[config.mk]
export PLATFORM = sky130hd
export DESIGN_NAME = sensor_scratchpad_decoder
export DESIGN_NICKNAME = d
export VERILOG_FILES = /design/src/rtl/core/ssd_pkg.sv /design/src/rtl/core/ssd_crc_bitser.sv /design/src/rtl/core/ssd_temp_mul.sv /design/src/rtl/core/sensor_scratchpad_decoder.sv
export SDC_FILE = /design/constraint.sdc
export NUM_CORES = 1
export LEC_CHECK = 0
export BUFFER_PORTS_ARGS = -buffer_cell sky130_fd_sc_hd__buf_2
export CAP_MARGIN = 20
export CORE_MARGIN = 1.5
export CORE_UTILIZATION = 35
export CTS_CLUSTER_SIZE = 40
export DETAILED_ROUTE_END_ITERATION = 10
export SLEW_MARGIN = 20
export SYNTH_ARGS = -nofsm -noshare
export SYNTH_HDL_FRONTEND = slang
export SYNTH_SLANG_ARGS = --single-unit
[constraint.sdc]
create_clock -name i_clk -period 2.9 [get_ports i_clk]
set_input_delay 0.145 -clock i_clk [delete_from_list [all_inputs] [get_ports i_clk]]
set_output_delay 0.145 -clock i_clk [all_outputs]
set_load 0.05 [all_outputs]
[src/rtl/core/ssd_pkg.sv]
// Shared types, constants and helpers for the scratchpad decoder.
// No dependencies; imported by every module of the block.
package ssd_pkg;

    localparam int unsigned BYTE_W      = 8;
    localparam int unsigned TEMP_W      = 18;
    localparam int unsigned RES_W       = 4;
    localparam int unsigned IN_TDATA_W  = 8;
    localparam int unsigned OUT_TDATA_W = 24;
    localparam int unsigned ACC_W       = 19;
    localparam int unsigned FIX_W       = 12;
    localparam int unsigned SCALE_W     = 7;

    localparam logic [BYTE_W-1:0]  CRC_POLY       = 8'h8C;
    localparam logic [3:0]         FRAME_LAST     = 4'd8;
    localparam logic [3:0]         IDX_RAW_LOW    = 4'd0;
    localparam logic [3:0]         IDX_RAW_HIGH   = 4'd1;
    localparam logic [3:0]         IDX_CONFIG     = 4'd4;
    localparam logic [SCALE_W-1:0] MILLI_PER_16TH = 7'd125;
    localparam logic [RES_W-1:0]   RES_BASE       = 4'd9;

    typedef enum logic [1:0] {
        ST_IDLE,
        ST_CRC,
        ST_MUL,
        ST_HOLD
    } t_state;

    typedef struct packed {
        logic load;
        logic clear;
    } t_crc_ctl;

    // Fraction bits kept for each resolution code, 9 to 12 bits.
    function automatic logic [3:0] frac_mask(input logic [1:0] code);
        logic [3:0] m;
        unique case (code)
            2'd0:    m = 4'b1000;
            2'd1:    m = 4'b1100;
            2'd2:    m = 4'b1110;
            default: m = 4'b1111;
        endcase
        return m;
    endfunction

endpackage

[src/rtl/core/ssd_crc_bitser.sv]
// Bit-serial reflected CRC-8 (poly 0x8C), one bit per cycle.
// Depends on ssd_pkg.
module ssd_crc_bitser (
    input  logic                       i_clk,
    input  logic                       i_rst_n,
    input  ssd_pkg::t_crc_ctl          i_ctl,
    input  logic [ssd_pkg::BYTE_W-1:0] i_byte,
    output logic [ssd_pkg::BYTE_W-1:0] o_crc,
    output logic                       o_busy
);
    import ssd_pkg::*;

    logic [BYTE_W-1:0] r_crc, n_crc;
    logic [BYTE_W-2:0] r_data, n_data;
    logic [2:0]        r_steps, n_steps;
    logic              data_bit;
    logic              fb;
    logic [BYTE_W-1:0] stepped;

    always_comb begin
        // first bit is taken straight from the input on the load cycle
        data_bit = i_ctl.load ? i_byte[0] : r_data[0];
        fb       = r_crc[0] ^ data_bit;
        stepped  = {1'b0, r_crc[BYTE_W-1:1]} ^ (fb ? CRC_POLY : '0);

        n_crc   = r_crc;
        n_data  = r_data;
        n_steps = r_steps;
        if (i_ctl.clear) begin
            n_crc   = '0;
            n_steps = '0;
        end else if (i_ctl.load) begin
            n_crc   = stepped;
            n_data  = i_byte[BYTE_W-1:1];
            n_steps = 3'd7;
        end else if (r_steps != '0) begin
            n_crc   = stepped;
            n_data  = {1'b0, r_data[BYTE_W-2:1]};
            n_steps = r_steps - 3'd1;
        end
    end

    always_ff @(posedge i_clk) begin
        if (!i_rst_n) begin
            r_crc   <= '0;
            r_steps <= '0;
        end else begin
            r_crc   <= n_crc;
            r_steps <= n_steps;
        end
    end

    always_ff @(posedge i_clk) begin
        r_data <= n_data;
    end

    assign o_crc  = r_crc;
    assign o_busy = (r_steps != '0);

endmodule

[src/rtl/core/ssd_temp_mul.sv]
// Temperature conversion: raw word to millidegrees with a shift-add multiply by 125,
// one multiplier bit per cycle. Depends on ssd_pkg.
module ssd_temp_mul (
    input  logic                             i_clk,
    input  logic                             i_rst_n,
    input  logic                             i_start,
    input  logic [15:0]                      i_word,
    input  logic [1:0]                       i_res_code,
    output logic                             o_busy,
    output logic signed [ssd_pkg::TEMP_W-1:0] o_milli
);
    import ssd_pkg::*;

    logic                    r_neg, n_neg;
    logic signed [ACC_W-1:0] r_acc, n_acc;
    logic signed [ACC_W-1:0] r_mcand, n_mcand;
    logic [SCALE_W-1:0]      r_bits, n_bits;
    logic [15:0]             mag;
    logic signed [FIX_W-1:0] fix;
    logic signed [ACC_W-1:0] signed_half;
    logic signed [ACC_W-1:0] rounded;

    always_comb begin
        // magnitude, then integer part and kept fraction in 1/16 steps
        mag = i_word[15] ? (~i_word + 16'd1) : i_word;
        fix = $signed({mag[11:4], mag[3:0] & frac_mask(i_res_code)});

        n_neg   = r_neg;
        n_acc   = r_acc;
        n_mcand = r_mcand;
        n_bits  = r_bits;
        if (i_start) begin
            n_neg   = i_word[15];
            n_acc   = '0;
            n_mcand = ACC_W'(fix);
            n_bits  = MILLI_PER_16TH;
        end else if (r_bits != '0) begin
            if (r_bits[0]) begin
                n_acc = r_acc + r_mcand;
            end
            n_mcand = r_mcand <<< 1;
            n_bits  = {1'b0, r_bits[SCALE_W-1:1]};
        end

        // apply sign, then halve toward zero
        signed_half = r_neg ? -r_acc : r_acc;
        rounded     = signed_half + ACC_W'(signed_half[ACC_W-1]);
        o_milli     = rounded[ACC_W-1:1];
    end

    always_ff @(posedge i_clk) begin
        if (!i_rst_n) begin
            r_bits <= '0;
        end else begin
            r_bits <= n_bits;
        end
    end

    always_ff @(posedge i_clk) begin
        r_neg   <= n_neg;
        r_acc   <= n_acc;
        r_mcand <= n_mcand;
    end

    assign o_busy = (r_bits != '0);

endmodule

[src/rtl/core/sensor_scratchpad_decoder.sv]
// Scratchpad decoder top level: frame control, CRC check and result register.
// Depends on ssd_pkg, ssd_crc_bitser and ssd_temp_mul.
//
// Usage:
//   Input stream: one scratchpad byte per item, bytes 0 to 8 of a frame in order.
//   Output stream: one result item per frame, after byte 8 is taken.
//   Bytes 0 to 7: the CRC unit consumes one bit per cycle, and o_s_tready
//   stays low until that unit is idle and ST_CRC has gone back to ST_IDLE.
//   Byte 8 is compared with the CRC at acceptance. On a mismatch the error
//   result goes through ST_HOLD into the output register, and the next byte
//   can be taken once ST_HOLD has written it; on a match the multiply by 125
//   runs one multiplier bit per cycle, then ST_HOLD registers the result and
//   the next byte can be taken after that.
//   The output register lets the next frame's bytes be taken while a result
//   waits. If a result is still held when the next one is ready, the block
//   holds the new one and takes no input until the receiver accepts.
//   Reset (synchronous, active low) clears the byte index, CRC and output valid flag;
//   the next byte after reset is byte 0 of a frame.
module sensor_scratchpad_decoder (
    input  logic                             i_clk,
    input  logic                             i_rst_n,
    input  logic                             i_s_tvalid,
    output logic                             o_s_tready,
    input  logic [ssd_pkg::IN_TDATA_W-1:0]   i_s_tdata,  // [7:0] scratch_byte
    output logic                             o_m_tvalid,
    input  logic                             i_m_tready,
    // [0] status, [18:1] temperature_milli, [22:19] resolution_bits, [23] zero
    output logic [ssd_pkg::OUT_TDATA_W-1:0]  o_m_tdata
);
    import ssd_pkg::*;

    t_state                   r_state, n_state;
    logic [3:0]               r_byte_idx, n_byte_idx;
    logic [BYTE_W-1:0]        r_raw_low, n_raw_low;
    logic [BYTE_W-1:0]        r_raw_high, n_raw_high;
    logic [1:0]               r_res_code, n_res_code;
    logic                     r_err, n_err;
    logic                     r_out_valid, n_out_valid;
    logic [OUT_TDATA_W-1:0]   r_out_data, n_out_data;

    logic                     in_accept;
    logic                     crc_ok;
    t_crc_ctl                 crc_ctl;
    logic [BYTE_W-1:0]        crc_value;
    logic                     crc_busy;
    logic                     mul_start;
    logic                     mul_busy;
    logic signed [TEMP_W-1:0] milli;
    logic [TEMP_W-1:0]        res_temp;
    logic [RES_W-1:0]         res_bits;

    ssd_crc_bitser u_crc (
        .i_clk   (i_clk),
        .i_rst_n (i_rst_n),
        .i_ctl   (crc_ctl),
        .i_byte  (i_s_tdata),
        .o_crc   (crc_value),
        .o_busy  (crc_busy)
    );

    ssd_temp_mul u_mul (
        .i_clk      (i_clk),
        .i_rst_n    (i_rst_n),
        .i_start    (mul_start),
        .i_word     ({r_raw_high, r_raw_low}),
        .i_res_code (r_res_code),
        .o_busy     (mul_busy),
        .o_milli    (milli)
    );

    assign o_s_tready = (r_state == ST_IDLE);
    assign in_accept  = i_s_tvalid && o_s_tready;
    assign crc_ok     = (i_s_tdata == crc_value);

    always_comb begin
        n_state     = r_state;
        n_byte_idx  = r_byte_idx;
        n_raw_low   = r_raw_low;
        n_raw_high  = r_raw_high;
        n_res_code  = r_res_code;
        n_err       = r_err;
        n_out_valid = r_out_valid;
        n_out_data  = r_out_data;
        crc_ctl     = '0;
        mul_start   = 1'b0;

        res_temp = r_err ? '0 : milli;
        res_bits = r_err ? '0 : (RES_BASE + RES_W'(r_res_code));

        // drop the held result once the receiver takes it
        if (r_out_valid && i_m_tready) begin
            n_out_valid = 1'b0;
        end

        unique case (r_state)
            ST_IDLE: begin
                if (in_accept) begin
                    if (r_byte_idx == FRAME_LAST) begin
                        crc_ctl.clear = 1'b1;
                        n_byte_idx    = '0;
                        n_err         = !crc_ok;
                        if (crc_ok) begin
                            mul_start = 1'b1;
                            n_state   = ST_MUL;
                        end else begin
                            n_state   = ST_HOLD;
                        end
                    end else begin
                        crc_ctl.load = 1'b1;
                        n_byte_idx   = r_byte_idx + 4'd1;
                        n_state      = ST_CRC;
                        if (r_byte_idx == IDX_RAW_LOW) begin
                            n_raw_low = i_s_tdata;
                        end else if (r_byte_idx == IDX_RAW_HIGH) begin
                            n_raw_high = i_s_tdata;
                        end else if (r_byte_idx == IDX_CONFIG) begin
                            n_res_code = i_s_tdata[6:5];
                        end
                    end
                end
            end
            ST_CRC: begin
                if (!crc_busy) begin
                    n_state = ST_IDLE;
                end
            end
            ST_MUL: begin
                if (!mul_busy) begin
                    n_state = ST_HOLD;
                end
            end
            ST_HOLD: begin
                // hold until the output register is free
                if (!r_out_valid || i_m_tready) begin
                    n_out_valid = 1'b1;
                    n_out_data  = {1'b0, res_bits, res_temp, r_err};
                    n_state     = ST_IDLE;
                end
            end
            default: begin
                n_state = ST_IDLE;
            end
        endcase
    end

    always_ff @(posedge i_clk) begin
        if (!i_rst_n) begin
            r_state     <= ST_IDLE;
            r_byte_idx  <= '0;
            r_out_valid <= 1'b0;
        end else begin
            r_state     <= n_state;
            r_byte_idx  <= n_byte_idx;
            r_out_valid <= n_out_valid;
        end
    end

    always_ff @(posedge i_clk) begin
        r_raw_low  <= n_raw_low;
        r_raw_high <= n_raw_high;
        r_res_code <= n_res_code;
        r_err      <= n_err;
        r_out_data <= n_out_data;
    end

    assign o_m_tvalid = r_out_valid;
    assign o_m_tdata  = r_out_data;

`ifndef ASSERT_OFF
    a_idx_range: assert property (@(posedge i_clk) disable iff (!i_rst_n)
        r_byte_idx <= FRAME_LAST)
        else $error("byte index beyond frame end");

    a_ready_idle_units: assert property (@(posedge i_clk) disable iff (!i_rst_n)
        o_s_tready |-> (!crc_busy && !mul_busy))
        else $error("input ready while a serial unit is busy");

    a_err_fields_zero: assert property (@(posedge i_clk) disable iff (!i_rst_n)
        (o_m_tvalid && o_m_tdata[0]) |-> (o_m_tdata[OUT_TDATA_W-1:1] == '0))
        else $error("error result carries nonzero fields");

    a_ok_resolution: assert property (@(posedge i_clk) disable iff (!i_rst_n)
        (o_m_tvalid && !o_m_tdata[0]) |-> (o_m_tdata[22:19] >= RES_BASE))
        else $error("ok result with resolution below nine bits");

    a_byte8_clears_crc: assert property (@(posedge i_clk) disable iff (!i_rst_n)
        (in_accept && r_byte_idx == FRAME_LAST) |=> (crc_value == '0 && r_byte_idx == '0))
        else $error("frame end did not restart CRC and index");
`endif

endmodule

After elaboration in Yosys (flattened, before gate mapping)

Index checks and enable logic that the tools add are counted.

Bits in latches: 0
Memory bits (writable): 0
Bits of input ports: 12
Memory bits (read-only): 0
Memories: 0
Register bits after elaboration: 113

Bitwise operators: 9
$lt $le $gt $ge: 0
Div/mod/pow operators: 0
Shifts and indexed selects: 0
Multiply operators: 0
Equality and inequality tests: 13
Mux-type cells: 34
Reductions and logical operators: 23
Add/sub/neg operators: 7

Operators with widths:

| cell                                          | number |
|---|---|
| two-way mux 19 bit                            | 3 |
| two-way mux 7 bit                             | 4 |
| two-way mux 8 bit                             | 3 |
| adder 19 x 1 -> 19 bit                        | 1 |
| adder 19 bit                                  | 1 |
| negator 19 bit                                | 1 |
| two-way mux 2 bit                             | 7 |
| adder 12 x 1 -> 12 bit, second input constant | 1 |
| two-way mux 12 bit                            | 1 |
| NOT 12 bit                                    | 1 |
| two-way mux 1 bit                             | 11 |
| one-hot mux 3 bit (3 select lines)            | 1 |
| equality test 8 bit                           | 1 |
| one-hot mux 2 bit (4 select lines)            | 1 |
| AND reduction 2 bit                           | 4 |
| AND reduction 4 bit                           | 2 |
| XOR 7 x 8 -> 8 bit                            | 1 |
| nonzero test 7 bit                            | 1 |
| equality test 2 bit, second input constant    | 3 |
| two-way mux 3 bit                             | 2 |
| != test 2 bit, second input constant          | 3 |
| AND reduction 6 bit                           | 1 |
| NOT 1 bit                                     | 5 |
| AND reduction 5 bit                           | 1 |
| 20 further kinds                              | 26 |

Longest topological paths before layout

Gate-level depths: netlist of run 1.

Word-level depth: 10
Mapped depth: 10
Depth with buffers taken out: 9

Cells and area by module

Synthesis of run 1 repeated with hierarchy kept, for this count alone.

Cells, all modules: 700
Area total of the unflattened synthesis: 6824.0 um^2

By module, submodules not included:

| module                    | instances | cells an instance | area each (um^2) |
|---|---|---|---|
| ssd_temp_mul              | 1         | 485               | 4043.9 |
| sensor_scratchpad_decoder | 1         | 136               | 1960.6 |
| ssd_crc_bitser            | 1         | 79                | 819.5 |

Worst setup path after synthesis of run 1

No wires, ideal clock.

Kind: register to register
Start point: register u_mul.r_acc[1]
End point: register r_out_data[17], in the netlist o_m_tdata[17] (data pin)
Library setup time: 0.260 ns
Period minus slack after synthesis: 2.947 ns
Path slack: -0.047 ns
Arrival time: 2.687 ns
Stages on the path, launching flop included: 11
Required time: 2.640 ns
Path through: dfxtp_1 > buf_2 > inv_1 > ha_1 > mux2i_1 > or4_1 > and2b_1 > nor3_2 > or3_4 > or3_4 > mux2_4

Longest elaborated chain between the ends: 3

Ends and longest elaborated chain:

| what                     | RTL line                         | text |
|---|---|---|
| from (decl)              | ssd_temp_mul.sv:15               | `logic signed [ACC_W-1:0] r_acc, n_acc;` |
| from (signal assigned)   | ssd_temp_mul.sv:61               | `r_acc <= n_acc;` |
| negator 19 bit           | ssd_temp_mul.sv:46               | `signed_half = r_neg ? -r_acc : r_acc;` |
| two-way mux 19 bit *     | ssd_temp_mul.sv:46               |  |
| adder 19 x 1 -> 19 bit * | ssd_temp_mul.sv:47               | `rounded = signed_half + ACC_W'(signed_half[ACC_W-1]);` |
| to (signal assigned)     | sensor_scratchpad_decoder.sv:163 | `r_out_data <= n_out_data;` |
| to (decl)                | sensor_scratchpad_decoder.sv:39  | `logic [OUT_TDATA_W-1:0] r_out_data, n_out_data;` |

Mark *: on every way between the ends. The rest lies on a longest branch, timed or not.
A chain may end at the register's enable or synchronous reset.

Worst setup path after layout of run 1

Start point: register u_mul.r_acc[0]
End point: register r_out_data[17], in the netlist o_m_tdata[17] (data pin)

Same word-level chain as after synthesis.

==> results of run 1 <==
sequential cells by signal, indices dropped and copies added, names as in the netlist:
| name | count |
|---|---|
| o_m_tdata | 23 |
| r_err | 1 |
| u_crc.r_steps | 3 |
| r_byte_idx | 4 |
| r_raw_high | 5 |
| u_mul.r_bits | 7 |
| u_mul.r_acc | 19 |
| r_raw_low | 8 |
| u_crc.r_data | 7 |
| r_state | 2 |
| u_mul.r_mcand | 19 |
| o_m_tvalid | 1 |
| u_mul.r_neg | 1 |
| r_res_code | 2 |
| u_crc.o_crc | 8 |
stage by stage:
stage	cell area, um^2	setup WS (ns)	utilization [%]	std cells
floorplan	6496	0.006217	-	642
global placement	7081	0.08378	39.28	916
detailed placement	7081	-0.01094	39.28	916
CTS	7388	0.03154	40.99	932
global route	7503	-0.03172	41.63	937
finish	7503	0.07520	41.63	937
metal layers:
metal  vias up  part of all wire [%]  wire [um]  track usage (%)
met3        27                   3.1        440            3.522
met5         -                     0          0                0
met4         0                   2.3        335            5.154
li1       2474                     -          -                -
met1      2386                    45       6461            18.08
met2       109                    49       7066            26.21
layout by cell type (no fill, tap or decap), types with 9 or more instances in the layout:
cell       count
a21o_1        15
a21oi_1       33
and3_1        10
buf_2         36
buf_4         47
clkbuf_16      9
dfxtp_1       42
edfxtp_1      66
ha_1          27
inv_1         17
mux2i_1       24
nand2_1       40
nand3_1       11
nor2_1        61
nor2b_1       13
nor3_1        13
o21a_1         9
o21ai_0       36
xnor2_1       30
xor2_1        28
final cells by class:
type	instances	area [um^2]	share of cell area, %
multi-input cells	482	3455	46.04
flip-flops and latches	110	2865	38.19
repair buffers	83	533.0	7.104
well taps	229	286.5	3.819
clock buffers	9	225.2	3.001
clock inverters	7	75.07	1.000
inverters	17	63.81	0.8504
report_power, final:
part | switching (mW) | internal (mW)
logic | 0.140 | 0.119
registers | 0.0469 | 1.73
clock network | 0.641 | 0.614
worst paths after layout:
path                                  end  slack (ns)  cells after the start
min                r_raw_low[4]$_DFFE_PP_        0.02                      1
max reg2reg   o_m_tdata[17]$_SDFFCE_PP0P_        0.08                     10
max           o_m_tdata[17]$_SDFFCE_PP0P_        0.08                     10
min reg2reg  u_mul.r_bits[3]$_SDFFE_PN0P_        0.48                      1
kinds of logic after synthesis:
| logic type | synth area share, % |
|---|---|
| other | 0.05790 |
| AO/OA/AOI/OAI | 15.38 |
| AND/OR/NAND/NOR | 17.56 |
| buffers and inverters | 3.941 |
| adder cells (fa/ha/maj) | 5.719 |
| flip-flops | 44.20 |
| XOR/XNOR | 7.979 |
| multiplexers | 5.158 |
worst register-to-register path, stage by stage (launching register included):
cell	delay, ns
dfxtp_2	0.32
inv_1	0.12
ha_4	0.16
nor3b_4	0.26
buf_4	0.17
nand4b_4	0.13
and3b_2	0.33
nor3_2	0.06
or3_4	0.38
or3_4	0.35
mux2_4	0.30
what timing repair did:
action,4_1_cts,5_1_grt
setup buffers,0,5
gates resized for setup,1,14
endpoints found under the setup margin,1,6
gates cloned,0,0
pin swaps,0,3
==> metrics.log, run 1 <==
[metrics] worst hold slack: 0.01673 ns
[metrics] total power of the final layout: 3.288 mW
[metrics] number of max-cap violations: 0
[metrics] number of global-route vias before repair: 4878
[metrics] final WL: 14300 um
[metrics] Max Fanout on Critical Path: 5
[metrics] Power per Cell Area: 438.1 nW/um^2
[metrics] most frequent cell after synthesis: edfxtp_1
[metrics] worst hold-check path type: in -> reg
[metrics] clock tree from TritonCTS: built
[metrics] clock tree root buffer cell: clkbuf_16
[metrics] H-tree depth: 3
[metrics] unrepaired setup endpoints after global routing: true
[metrics] Reg clk slew, reported paths: 0.08 ns
[metrics] Max stage delay on crit path: 0.38 ns
[metrics] count of state elements after synthesis: 110
[metrics] first-pass iteration count of the detailed router: 5
[metrics] top area cells in the synthesized netlist: edfxtp_1 (31%), dfxtp_1 (14%), ha_1 (5.4%), xnor2_1 (4.2%), xor2_1 (3.8%)
[metrics] Max-Slew Margin vs Limit: 60.29%
[metrics] cell with the largest stage delay on the worst path: or3_4
[metrics] total DRC errors in the routed layout: 0
[metrics] net count of the mapped netlist: 683
[metrics] total die area: 19330 um^2
[metrics] Mapped Area: 6476 um^2
[metrics] count of pins on the block boundary: 38
[metrics] number of CTS-inserted buffers: 9
[metrics] transition time at the pin with the least slew margin: 0.5935 ns
[metrics] Yosys cell types: 76
[metrics] detailed-route vias per instance: 5.332
[metrics] R2R Path Start: u_mul.r_acc[0]$_SDFFE_PP0P_
[metrics] Async S/R FF share, synth: 0%
[metrics] Top Family by Delay on Critical Path: simple AND/OR/NAND/NOR gates
[metrics] count of buffers from port buffering: 36
[metrics] number of enable flip-flop cells after synthesis: 66
[metrics] maximum ir drop on the vdd rail: 0.0003606 V
[metrics] pin count of the biggest net entering global routing: 31
[metrics] most frequent cells after synthesis: edfxtp_1 (66), nor2_1 (62), dfxtp_1 (44)
[metrics] final clock period utilization by the worst path: 97.41%
[metrics] Detailed Place HPWL: 10680 um
[metrics] Max Freq: 0.3540 GHz
[metrics] CP Data Required Time: 3.02 ns
[metrics] largest area contributor in the synthesized netlist: edfxtp_1
[metrics] Critical Path Source Type: flop
[metrics] launch instance of the worst min-delay path: i_s_tdata[4]
[metrics] Synth top area share: 30.60%
[metrics] crit path capture type: flop
[metrics] placer congestion estimate: 0.8979
[metrics] Die Y-Extent: 139.0 um
[metrics] proportion of synthesized chip area in sequential cells: 44.20%
[metrics] global routing usage summed across all routing layers: 15.00%
[metrics] number of placement rows: 49
[metrics] starting utilization of the core area: 35.93%
[metrics] latest clock arrival within the worst-skew pair: 0.36 ns
[metrics] share of layout cells above drive strength 1: 20.06%
[metrics] critical-path cell list: inv_1 > ha_4 > nor3b_4 > buf_4 > nand4b_4 > and3b_2 > nor3_2 > or3_4 > or3_4 > mux2_4
[metrics] sum of negative setup slack: 0 ns
[metrics] vias after detailed routing: 4996
[metrics] initial detailed-routing violation count: 313
[metrics] antenna violations before repair: 0
[metrics] ant diodes: 0
[metrics] critical setup path kind: reg -> reg
[metrics] count of endpoints failing hold in the final timing report: 0
[metrics] maximum number of buffers from clock root to sink: 2
[metrics] number of warning messages in the yosys log: 0
[metrics] area growth from synthesis to final layout: 15.86%
[metrics] Critical path origin: u_mul.r_acc[0]$_SDFFE_PP0P_
[metrics] arrival time worst endpoint: 2.94 ns
[metrics] status: finished clean
[metrics] final critical path time including I/O delays and setup: 2.825 ns
[metrics] nets@finish: 744
[metrics] final worst clock skew: 0.01070 ns
[metrics] core box area: 18020 um^2
[metrics] mean instance size in the synthesized netlist: 10.09 um^2
[metrics] total number of clock tree sinks: 110
[metrics] combined buffer and inverter count along the critical path: 2
[metrics] number of routed nets with antenna violations: 0
[metrics] number of standard cells after synthesis: 642
[metrics] final count of pins violating max slew: 0
[metrics] wire length per cell: 15.27 um
[metrics] count of endpoints failing setup in the final report: 0
[metrics] most prevalent standard cell on the critical path: or3_4
[metrics] Layout fillers: 1783
[metrics] LEAKAGE: 3.055 nW
[metrics] global-route wire length before repair: 23750 um
[metrics] hold-fix buffer count after cts: 0
[metrics] x dimension of the die: 139.0 um
[metrics] commonest register cell after synthesis: edfxtp_1
[metrics] aggregate global routing overflow: 0
(Power assumes the default switching activity.)
==> inputs of run 2 (changes only) <==
- RECOVER_POWER: unset -> 100
==> run 2 against run 1 <==
Largest power group unchanged. Global-route usage stayed put. Critical path depth stayed put. Clock skew shrank 0.0020 ns. Die area unchanged. Highest routed layer unchanged. Sequential cell count is the same. Largest cell class unchanged. Count of clock-buffer cells in the layout stayed put.
==> metrics.log, run 2 (synthesized netlist as in run 1, its figures left out) <==
[metrics] status: finished clean (unchanged)
[metrics] FF+latch area: 2865 um^2 (unchanged)
[metrics] number of standard cells in the layout, taps in and fillers out: 937 (unchanged)
[metrics] area of combinational cells with multiple inputs: 3455 um^2 (unchanged)
[metrics] global routing usage summed across all routing layers: 15.00% (unchanged)
[metrics] first-pass iteration count of the detailed router: 7 (was 5)
[metrics] met2 global-route usage: 26.21% (unchanged)
[metrics] Max stage delay on crit path: 0.38 ns (about the same)
[metrics] Max Freq: 0.3536 GHz (was 0.3540 GHz)
[metrics] pin count of the biggest net entering global routing: 31 (unchanged)
[metrics] critical setup path kind: reg -> reg (unchanged)
[metrics] wire length per cell: 15.27 um (about the same)
[metrics] maximum ir drop on the vdd rail: 0.0003600 V (was 0.0003606 V)
[metrics] detailed-route vias per instance: 5.318 (was 5.332)
[metrics] critical-path cell list: inv_1 > ha_4 > nor3b_4 > buf_4 > nand4b_4 > and3b_2 > nor3_2 > or3_4 > or3_4 > mux2_4 (unchanged)
[metrics] Top Usage Layer GRT: met2 (unchanged)
[metrics] flip-flop count of the largest register after layout: 23 (unchanged)
[metrics] Critical Path Source Type: flop (unchanged)
[metrics] nets@finish: 744 (unchanged)
[metrics] number of CTS-inserted buffers: 9 (unchanged)
[metrics] post-route cell area: 7423 um^2 (was 7503 um^2)
[metrics] count of buffers from port buffering: 36 (unchanged)
[metrics] Reg clk slew, reported paths: 0.08 ns (about the same)
[metrics] transition time at the pin with the least slew margin: 1.283 ns (was 0.5935 ns)
[metrics] commonest non-fill, non-tap cell in the layout: edfxtp_1 (unchanged)
[metrics] core box area: 18020 um^2 (unchanged)
[metrics] total DRC errors in the routed layout: 0 (unchanged)
[metrics] starting utilization of the core area: 35.93% (unchanged)
[metrics] commonest cells after routing, fill and taps aside: edfxtp_1 (66), nor2_1 (61), clkbuf_1 (42), dfxtp_1 (42), nand2_1 (40) (was edfxtp_1 (66), nor2_1 (61), buf_4 (47), dfxtp_1 (42), nand2_1 (40))
[metrics] Core Util, Final: 41.18% (was 41.63%)
[metrics] share of layout cells above drive strength 1: 14.12% (was 20.06%)
[metrics] count of pins on the block boundary: 38 (unchanged)
[metrics] final clock period utilization by the worst path: 97.53% (was 97.41%)
[metrics] count of endpoints failing setup in the final report: 0 (unchanged)
[metrics] total die area: 19330 um^2 (unchanged)
[metrics] Cell Count Post-Placement: 916 (unchanged)
[metrics] Die Y-Extent: 139.0 um (unchanged)
[metrics] number of placement rows: 49 (unchanged)
[metrics] CP Data Required Time: 3.02 ns (about the same)
[metrics] Power per Cell Area: 442.4 nW/um^2 (was 438.1 nW/um^2)
[metrics] Detailed Place HPWL: 10680 um (unchanged)
[metrics] clock tree root buffer cell: clkbuf_16 (unchanged)
[metrics] arrival time worst endpoint: 2.95 ns (was 2.94 ns)
[metrics] Max-Slew Margin vs Limit: 14.46% (was 60.29%)
[metrics] global-route wire length before repair: 23750 um (unchanged)
[metrics] clock tree from TritonCTS: built (unchanged)
[metrics] final worst clock skew: 0.008714 ns (was 0.01070 ns)
[metrics] vias after detailed routing: 4983 (was 4996)
[metrics] Top Family by Delay on Critical Path: simple AND/OR/NAND/NOR gates (unchanged)
[metrics] final critical path time including I/O delays and setup: 2.828 ns (was 2.825 ns)
[metrics] number of global-route vias before repair: 4878 (unchanged)
[metrics] area growth from synthesis to final layout: 14.63% (was 15.86%)
[metrics] final WL: 14310 um (was 14300 um)
[metrics] ant diodes: 0 (unchanged)
[metrics] latest clock arrival within the worst-skew pair: 0.37 ns (was 0.36 ns)
[metrics] hold-fix buffer count after cts: 0 (unchanged)
[metrics] number of max-cap violations: 0 (unchanged)
[metrics] total number of clock tree sinks: 110 (unchanged)
[metrics] combined buffer and inverter count along the critical path: 2 (unchanged)
[metrics] antenna violations before repair: 0 (unchanged)
[metrics] final count of pins violating max slew: 0 (unchanged)
[metrics] maximum number of buffers from clock root to sink: 2 (unchanged)
[metrics] Placed Instance Area: 7081 um^2 (unchanged)
[metrics] aggregate global routing overflow: 0 (unchanged)
[metrics] unrepaired setup endpoints after global routing: true (unchanged)
[metrics] Layout fillers: 1804 (was 1783)
[metrics] number of routed nets with antenna violations: 0 (unchanged)
[metrics] H-tree depth: 3 (unchanged)
[metrics] placer congestion estimate: 0.8979 (unchanged)
[metrics] crit path capture type: flop (unchanged)
[metrics] met1 layer usage reported by global route: 18.08% (unchanged)
[metrics] met3 Use GR: 3.522% (unchanged)
[metrics] count of endpoints failing hold in the final timing report: 0 (unchanged)
[metrics] LEAKAGE: 2.926 nW (was 3.055 nW)
[metrics] Max Fanout on Critical Path: 5 (unchanged)
[metrics] initial detailed-routing violation count: 314 (was 313)
[metrics] worst hold-check path type: in -> reg (unchanged)
[metrics] most prevalent standard cell on the critical path: or3_4 (unchanged)
[metrics] cell with the largest stage delay on the worst path: or3_4 (unchanged)
[metrics] x dimension of the die: 139.0 um (unchanged)
==> run 2: metal layers <==
| metal | up-vias | wire length [um] |
|---|---|---|
| li1 | 2466 | - |
| met1 | 2384 | 6448 |
| met2 | 105 | 7077 |
| met3 | 28 | 442 |
| met4 | 0 | 338 |
| met5 | - | 0 |
==> run 2: power breakdown <==
| group | switching [mW] | leakage, nW | internal, mW |
|---|---|---|---|
| clock network | 0.645 | 0.145 | 0.614 |
| logic | 0.140 | 1.81 | 0.112 |
| registers | 0.0471 | 0.970 | 1.73 |
==> run 2: what timing repair did <==
item,in CTS,in global routing
pin swaps,0,3
endpoints found under the setup margin,1,6
gates resized for setup,1,14
setup buffers,0,5
==> run 2: worst paths after layout <==
check                                from  slack [ns]                      endpoint  cells after the start
max reg2reg   u_mul.r_acc[0]$_SDFFE_PP0P_        0.07   o_m_tdata[17]$_SDFFCE_PP0P_                     10
min                          i_s_tdata[4]        0.09        r_raw_low[4]$_DFFE_PP_                      1
max           u_mul.r_acc[0]$_SDFFE_PP0P_        0.07   o_m_tdata[17]$_SDFFCE_PP0P_                     10
min reg2reg  u_mul.r_bits[4]$_SDFFE_PN0P_        0.48  u_mul.r_bits[3]$_SDFFE_PN0P_                      1
==> run 2: worst register-to-register path: stages, from the launching register on <==
cell and delay [ns]:
dfxtp_2 0.32, inv_1 0.12, ha_4 0.16, nor3b_4 0.26, buf_4 0.17, nand4b_4 0.13, and3b_2 0.32, nor3_2 0.06
or3_4 0.38, or3_4 0.35, mux2_4 0.30
==> run 2: final cells by class <==
class	count	area share [%]
clock inverter	7	1.011
tap	229	3.860
clock buffer	9	3.034
inverter	17	0.8596
sequential	110	38.60
multi-input combinational	482	46.54
timing repair buffer	83	6.101
==> run 2: through the flow <==
stage	total power [mW]	hold slack [ns]	TNS [ns]	setup WS, ns
after floorplan	1.996	0.2439	0	0.006217
after CTS	3.336	0.004288	0	0.03154
after detailed placement	2.070	0.3940	-0.01094	-0.01094
final	3.284	0.09161	0	0.07175
after global routing	3.423	0.08616	-0.03172	-0.03172
after global placement	2.053	0.3907	0	0.08378
